<file path="src/design/oal_pkg.sv">
package oal_pkg;

  typedef enum logic [1:0] {
    CMD_INSERT = 2'd0,
    CMD_DELETE = 2'd1,
    CMD_FIND   = 2'd2,
    CMD_NOP    = 2'd3
  } cmd_t;

  typedef enum logic [1:0] {
    STAT_OK       = 2'd0,
    STAT_FULL     = 2'd1,
    STAT_BADPOS   = 2'd2,
    STAT_NOTFOUND = 2'd3
  } stat_t;

  typedef struct packed {
    cmd_t       command;
    logic [5:0] position;
    logic [7:0] element;
  } req_t;

  typedef struct packed {
    stat_t      status;
    logic [5:0] found_index;
    logic [6:0] length;
  } rsp_t;

  typedef enum logic {
    S_IDLE = 1'b0,
    S_EXEC = 1'b1
  } state_t;

  // controller -> datapath
  typedef struct packed {
    logic load;   // capture request
    logic exec;   // commit command
  } ctl_t;

endpackage

</file>
<file path="src/design/oal_ctrl.sv">
module oal_ctrl import oal_pkg::*; (
  input  logic clk,
  input  logic rst,
  input  logic start,
  output logic busy,
  output logic done,
  output ctl_t ctl
);

  state_t state, state_next;

  always_ff @(posedge clk) begin
    if (rst) begin
      state <= S_IDLE;
      done  <= 1'b0;
    end else begin
      state <= state_next;
      done  <= ctl.exec;
    end
  end

  always_comb begin
    state_next = state;
    case (state)
      S_IDLE: begin
        if (start) state_next = S_EXEC;
      end
      S_EXEC: begin
        state_next = S_IDLE;
      end
      default: begin
        state_next = S_IDLE;
      end
    endcase
  end

  always_comb begin
    ctl.load = 1'b0;
    ctl.exec = 1'b0;
    busy     = 1'b1;
    case (state)
      S_IDLE: begin
        busy     = 1'b0;
        ctl.load = start;
      end
      S_EXEC: begin
        ctl.exec = 1'b1;
      end
      default: begin
        busy = 1'b1;
      end
    endcase
  end

endmodule

</file>
<file path="src/design/oal_datapath.sv">
module oal_datapath import oal_pkg::*; #(
  parameter int CAPACITY = 8
) (
  input  logic clk,
  input  logic rst,
  input  ctl_t ctl,
  input  req_t request,
  output rsp_t result
);

  localparam int CW = $clog2(CAPACITY + 1);
  localparam int IW = (CAPACITY > 1) ? $clog2(CAPACITY) : 1;

  req_t       req;
  logic [7:0] entries      [CAPACITY];
  logic [7:0] entries_next [CAPACITY];
  logic [CW-1:0] count, count_next;
  rsp_t       rsp_next;

  always_ff @(posedge clk) begin
    if (ctl.load) req <= request;
    if (ctl.exec) begin
      entries <= entries_next;
      result  <= rsp_next;
    end
  end

  always_ff @(posedge clk) begin
    if (rst) begin
      count <= '0;
    end else if (ctl.exec) begin
      count <= count_next;
    end
  end

  always_comb begin
    logic [6:0] pos7;
    logic [6:0] cnt7;
    logic       ins_ok;
    logic       del_ok;
    logic       found;
    logic [5:0] idx;
    int         lo;
    int         hi;

    pos7   = {1'b0, req.position};
    cnt7   = 7'(count);
    ins_ok = 1'b0;
    del_ok = 1'b0;
    found  = 1'b0;
    idx    = '0;
    count_next = count;
    rsp_next.status      = STAT_OK;
    rsp_next.found_index = '0;

    // first match wins: scan from the top down
    for (int k = CAPACITY - 1; k >= 0; k--) begin
      if ((7'(k) < cnt7) && (entries[k] == req.element)) begin
        found = 1'b1;
        idx   = 6'(k);
      end
    end

    case (req.command)
      CMD_INSERT: begin
        if (cnt7 >= 7'(CAPACITY)) begin
          rsp_next.status = STAT_FULL;
        end else if ((pos7 == 7'd0) || (pos7 > cnt7 + 7'd1)) begin
          rsp_next.status = STAT_BADPOS;
        end else begin
          ins_ok     = 1'b1;
          count_next = count + CW'(1);
        end
      end
      CMD_DELETE: begin
        if ((pos7 == 7'd0) || (pos7 > cnt7)) begin
          rsp_next.status = STAT_BADPOS;
        end else begin
          del_ok     = 1'b1;
          count_next = count - CW'(1);
        end
      end
      CMD_FIND: begin
        if (found) begin
          rsp_next.found_index = idx;
        end else begin
          rsp_next.status = STAT_NOTFOUND;
        end
      end
      default: begin
        rsp_next.status = STAT_OK;
      end
    endcase

    rsp_next.length = 7'(count_next);

    // each cell picks itself, its lower or its upper neighbor, or the new element
    for (int k = 0; k < CAPACITY; k++) begin
      lo = (k == 0) ? 0 : k - 1;
      hi = (k == CAPACITY - 1) ? k : k + 1;
      entries_next[k] = entries[k];
      if (ins_ok) begin
        if (7'(k) == pos7 - 7'd1) begin
          entries_next[k] = req.element;
        end else if ((7'(k) > pos7 - 7'd1) && (7'(k) <= cnt7)) begin
          entries_next[k] = entries[IW'(lo)];
        end
      end else if (del_ok) begin
        if ((7'(k) >= pos7 - 7'd1) && (7'(k) + 7'd1 < cnt7)) begin
          entries_next[k] = entries[IW'(hi)];
        end
      end
    end
  end

endmodule

</file>
<file path="src/design/ordered_array_list.sv">
// Ordered byte list, up to CAPACITY entries, with insert / delete / find.
// A command is taken when start is high and busy is low; request carries
// command, 1-based position (insert, delete) and element (insert, find).
// A command runs in a capture step, which registers the request, and then an
// execute step in which the whole row of entry cells shifts (insert up, delete
// down) and compares against the element in parallel. done pulses for one cycle
// in the cycle after the execute step, with status, found_index and length on
// result; the receiver cannot stall, so result must be taken while done is high.
// busy is already low in that cycle, so the next command can be taken then.
// Status: ok, full (insert into a full list, checked first), bad position,
// not found (find; found_index is 0). Command code 3 changes nothing and
// reports ok with the current length. Entries hold no reset value; only
// those below the length are ever looked at.
module ordered_array_list import oal_pkg::*; #(
  parameter int CAPACITY = 8
) (
  input  logic clk,
  input  logic rst,
  input  logic start,
  input  req_t request,
  output logic busy,
  output logic done,
  output rsp_t result
);

  ctl_t ctl;

  // sequencer: idle / execute, plus the done strobe
  oal_ctrl u_ctrl (
    .clk   (clk),
    .rst   (rst),
    .start (start),
    .busy  (busy),
    .done  (done),
    .ctl   (ctl)
  );

  // entry cells, length count and result register
  oal_datapath #(
    .CAPACITY (CAPACITY)
  ) u_dp (
    .clk     (clk),
    .rst     (rst),
    .ctl     (ctl),
    .request (request),
    .result  (result)
  );

endmodule

</file>
<file path="config.mk">
export PLATFORM = sky130hd
export DESIGN_NAME = ordered_array_list
export DESIGN_NICKNAME = d
export VERILOG_FILES = /design/src/design/oal_pkg.sv /design/src/design/oal_ctrl.sv /design/src/design/oal_datapath.sv /design/src/design/ordered_array_list.sv
export SDC_FILE = /design/constraint.sdc
export NUM_CORES = 1
export LEC_CHECK = 0
export ABC_AREA = 1
export BUFFER_PORTS_ARGS = -buffer_cell sky130_fd_sc_hd__buf_2
export CAP_MARGIN = 0
export CORE_MARGIN = 2
export CORE_UTILIZATION = 33
export CTS_CLUSTER_DIAMETER = 120
export DETAILED_ROUTE_END_ITERATION = 10
export PLACE_DENSITY = 0.6
export RECOVER_POWER = 25
export SLEW_MARGIN = 20
export SYNTH_ARGS = -nofsm -noshare
export SYNTH_HDL_FRONTEND = slang
export SYNTH_SLANG_ARGS = --single-unit
</file>
<file path="constraint.sdc">
create_clock -name clk -period 7.5 [get_ports clk]
set_input_delay 0.375 -clock clk [delete_from_list [all_inputs] [get_ports clk]]
set_output_delay 0.375 -clock clk [all_outputs]
set_load 0.05 [all_outputs]
</file>
==> impl_results.md <==
* Most Frequent Cell on Critical Path: nand2_1
* DP Worst Slack at 3640 ps
* # rows at 48
* Seq cells post-synth at between 90 and 100
* Relative max-transition margin at a little under a third
* Final setup vio count at 0
* Post-DP HPWL at 10.2 mm
* Largest net degree at the start of global routing at 40
* Post-CTS Setup Bufs at 0
* TritonCTS Buffers at 9
* Core ar. at between 15000 and 20000 um^2
* Worst Setup End Kind: flop
* Crit Path Class: reg2reg
* FMAX at about 0.26 GHz
* HP Class: in2reg
* Sequential element share of the synthesized area at between 40% and 50%
* TritonCTS Sinks at 95
* Total GRT Usage at around 16%
* Root Buffer: clkbuf_16
* Status: completed
* Post-synth top area cell: edfxtp_1
* Asr flop ratio synth at 0%
* Number of synthesized flops with an enable pin at 89
* RSZ-0062 raised after global routing: no
* Period utilisation layout at between 50% and 60%
* Die height at approximately 140 um
* Final Util at 37.0%
* Synthesized cell area at slightly below 6000 um^2
* CTS clk-pin slew, worst paths at 70 ps
* Final ANT Viol Nets at 0
* Final setup margin at between 3000 and 4000 ps
* Worst setup SP type: flop
* CTS tree: done
* Fillers at around 1700
* MaxCap Viol Count at 0
* DR vias at 4412
* Max Root-Sink Buffers at 2
* Clock Skews at about 9.2 ps
* Worst skew pair latency at 360 ps
* DRC violations left at 0
* WL/cell at ~15 um
* Initial Util at 33.7%
* Max stage delay on crit path at 820 ps
* Most instantiated cells after synthesis: nand2_1 (164), edfxtp_1 (89), inv_1 (60)
* Top-count cell post-synth: nand2_1
* H-tree depth at 3
* First-pass GRT wire length at 22.4 mm
* Distinct cells, synth at 40
* Top cells by area, synth: edfxtp_1 (46%), nand2_1 (11%), xnor2_1 (4.7%)
* Slew Viols, Final at 0
* Antenna fix cells at 0
* Share of cells above drive strength 1 at 14.3%
* CP arrival at 3840 ps
* Critical Path RT at roughly 7500 ps
* Post-route setup TNS at 0 ps
* Pwr dens at between 150 and 200 nW/um^2
* Die W at 137 um
* Main synth FF type: edfxtp_1
* Initial antenna violation count at 0
* Synth Warn # at 0
* Final hold slack at roughly 190 ps
* Hold Fails Final Rpt at 0
* Vias/cell at slightly below 5
* Final Critical Period at between 3000 and 4000 ps
* WL final at 14.0 mm
* Total Nets Final at ~710
* Initial DRC count at about 350
* Crit-path max FO at 26
* Slew @ Worst Pin at 1040 ps
* Worst path cell trace: ha_1 -> nor2_1 -> inv_1 -> nand2_1 -> ha_1 -> a21oi_1 -> nand2_1 -> nand2_1 -> nand2_1 -> nand2_1 -> nand3_1 -> nor2_2 -> o21ai_1 -> nor2_1
* CP max stage cell: nor2_2
* First-pass iteration count of the detailed router at 5
* Top cell type's share of synthesized area at between 40% and 50%
* Post-CTS Resized at 0
* I/O pin count at 36
* Hold-fix buffers at CTS at 0
* Syn Area/Cell at around 8.8 um^2
* Gr ovfl total at 0
* Final total power at about 1.2 mW
* Vias in the first global route at around 4200
* P&R area growth vs syn at 9.78%
* VDD IR max at 117 uV
* Number of port buffers at 29
* Die area at roughly 19000 um^2
* Leakage at 2.59 nW
* Routability cong. at 0.858
* Mapped Cells at around 660
sequential cells by signal, summed over array words and instances, names as in the netlist:
signal and count:
u_ctrl.state 1, u_dp.req 16, u_dp.result 9, u_dp.entries 64, u_dp.count 4, u_ctrl.done 1
critical path: cells and delay by family, from the launching register on:
| kind | cells | cell delay [ps] |
|---|---|---|
| DFF | 1 | 470 |
| buffers and inverters | 1 | 70 |
| adders and majority gates | 2 | 580 |
| and+or+nand+nor | 9 | 2030 |
| AOI/OAI and AO/OA | 2 | 350 |
cell type report:
cell class                 instances  area, um^2  area share [%]
clock buffer                       9         225            3.53
multi-input combinational        474        2610            40.9
tap                              225         282            4.42
inverter                          66         248            3.89
clock inverter                     7        56.3           0.883
timing repair buffer              32         164            2.57
sequential                        95        2790            43.8
through the flow:
step | instance area [um^2] | std cells
after floorplan | 5820 | 661
after global placement | 6100 | 892
after detailed placement | 6100 | 892
after CTS | 6380 | 908
after global routing | 6370 | 908
final | 6370 | 908
cells in the final DEF (no fill, tap or decap), types with 5 or more instances in the layout:
cell | synthesis | layout
buf_2 | 10 | 29
o21ai_2 | 10 | 10
dfxtp_1 | 6 | 6
nand4_1 | 11 | 11
a21oi_1 | 29 | 29
nor3_1 | 5 | 5
nand2_4 | 5 | 5
nor2_1 | 56 | 56
inv_1 | 60 | 60
ha_1 | 17 | 17
xor2_1 | 8 | 8
conb_1 | 1 | 6
nand2_1 | 164 | 164
nand3_1 | 38 | 38
o21ai_1 | 30 | 30
edfxtp_1 | 89 | 89
xnor2_1 | 31 | 31
or2_2 | 6 | 6
inv_2 | 6 | 6
clkbuf_16 | 0 | 9
o21ai_0 | 24 | 24
power breakdown:
part | leakage, nW | internal [mW] | switching [mW]
registers | 0.865 | 0.588 | 0.0218
clock network | 0.136 | 0.230 | 0.216
logic | 1.59 | 0.0429 | 0.0939
total | 2.59 | 0.860 | 0.332
final timing paths:
check | from | endpoint | slack (ps) | cells after the start
worst max-delay path | u_dp.count[0] | u_dp.entries[29] | 3640 | 14
worst min-delay path | request[2] | u_dp.req[2] | 190 | 1
worst max register to register | u_dp.count[0] | u_dp.entries[29] | 3640 | 14
worst min register to register | u_ctrl.state | u_ctrl.done | 610 | 2
layer usage:
layer / track usage [%] / share of wire [%]
met1: 21.3 / 46
met2: 25.8 / 47
met3: 2.70 / 4.4
met4: 5.79 / 2.3
met5: 0 / 0
kinds of logic (layout without fill, tap and decap cells):
family / after synthesis / count (layout) / synth area share, %
simple gates: 304 / 304 / 23.8
compound gates: 106 / 106 / 10.6
flops: 95 / 95 / 48.1
buf+inv: 92 / 114 / 7.33
xor+xnor: 41 / 41 / 6.44
fa+ha+maj: 17 / 17 / 3.66
other cells: 1 / 6 / 0.0646
(Power assumes the default switching activity.)
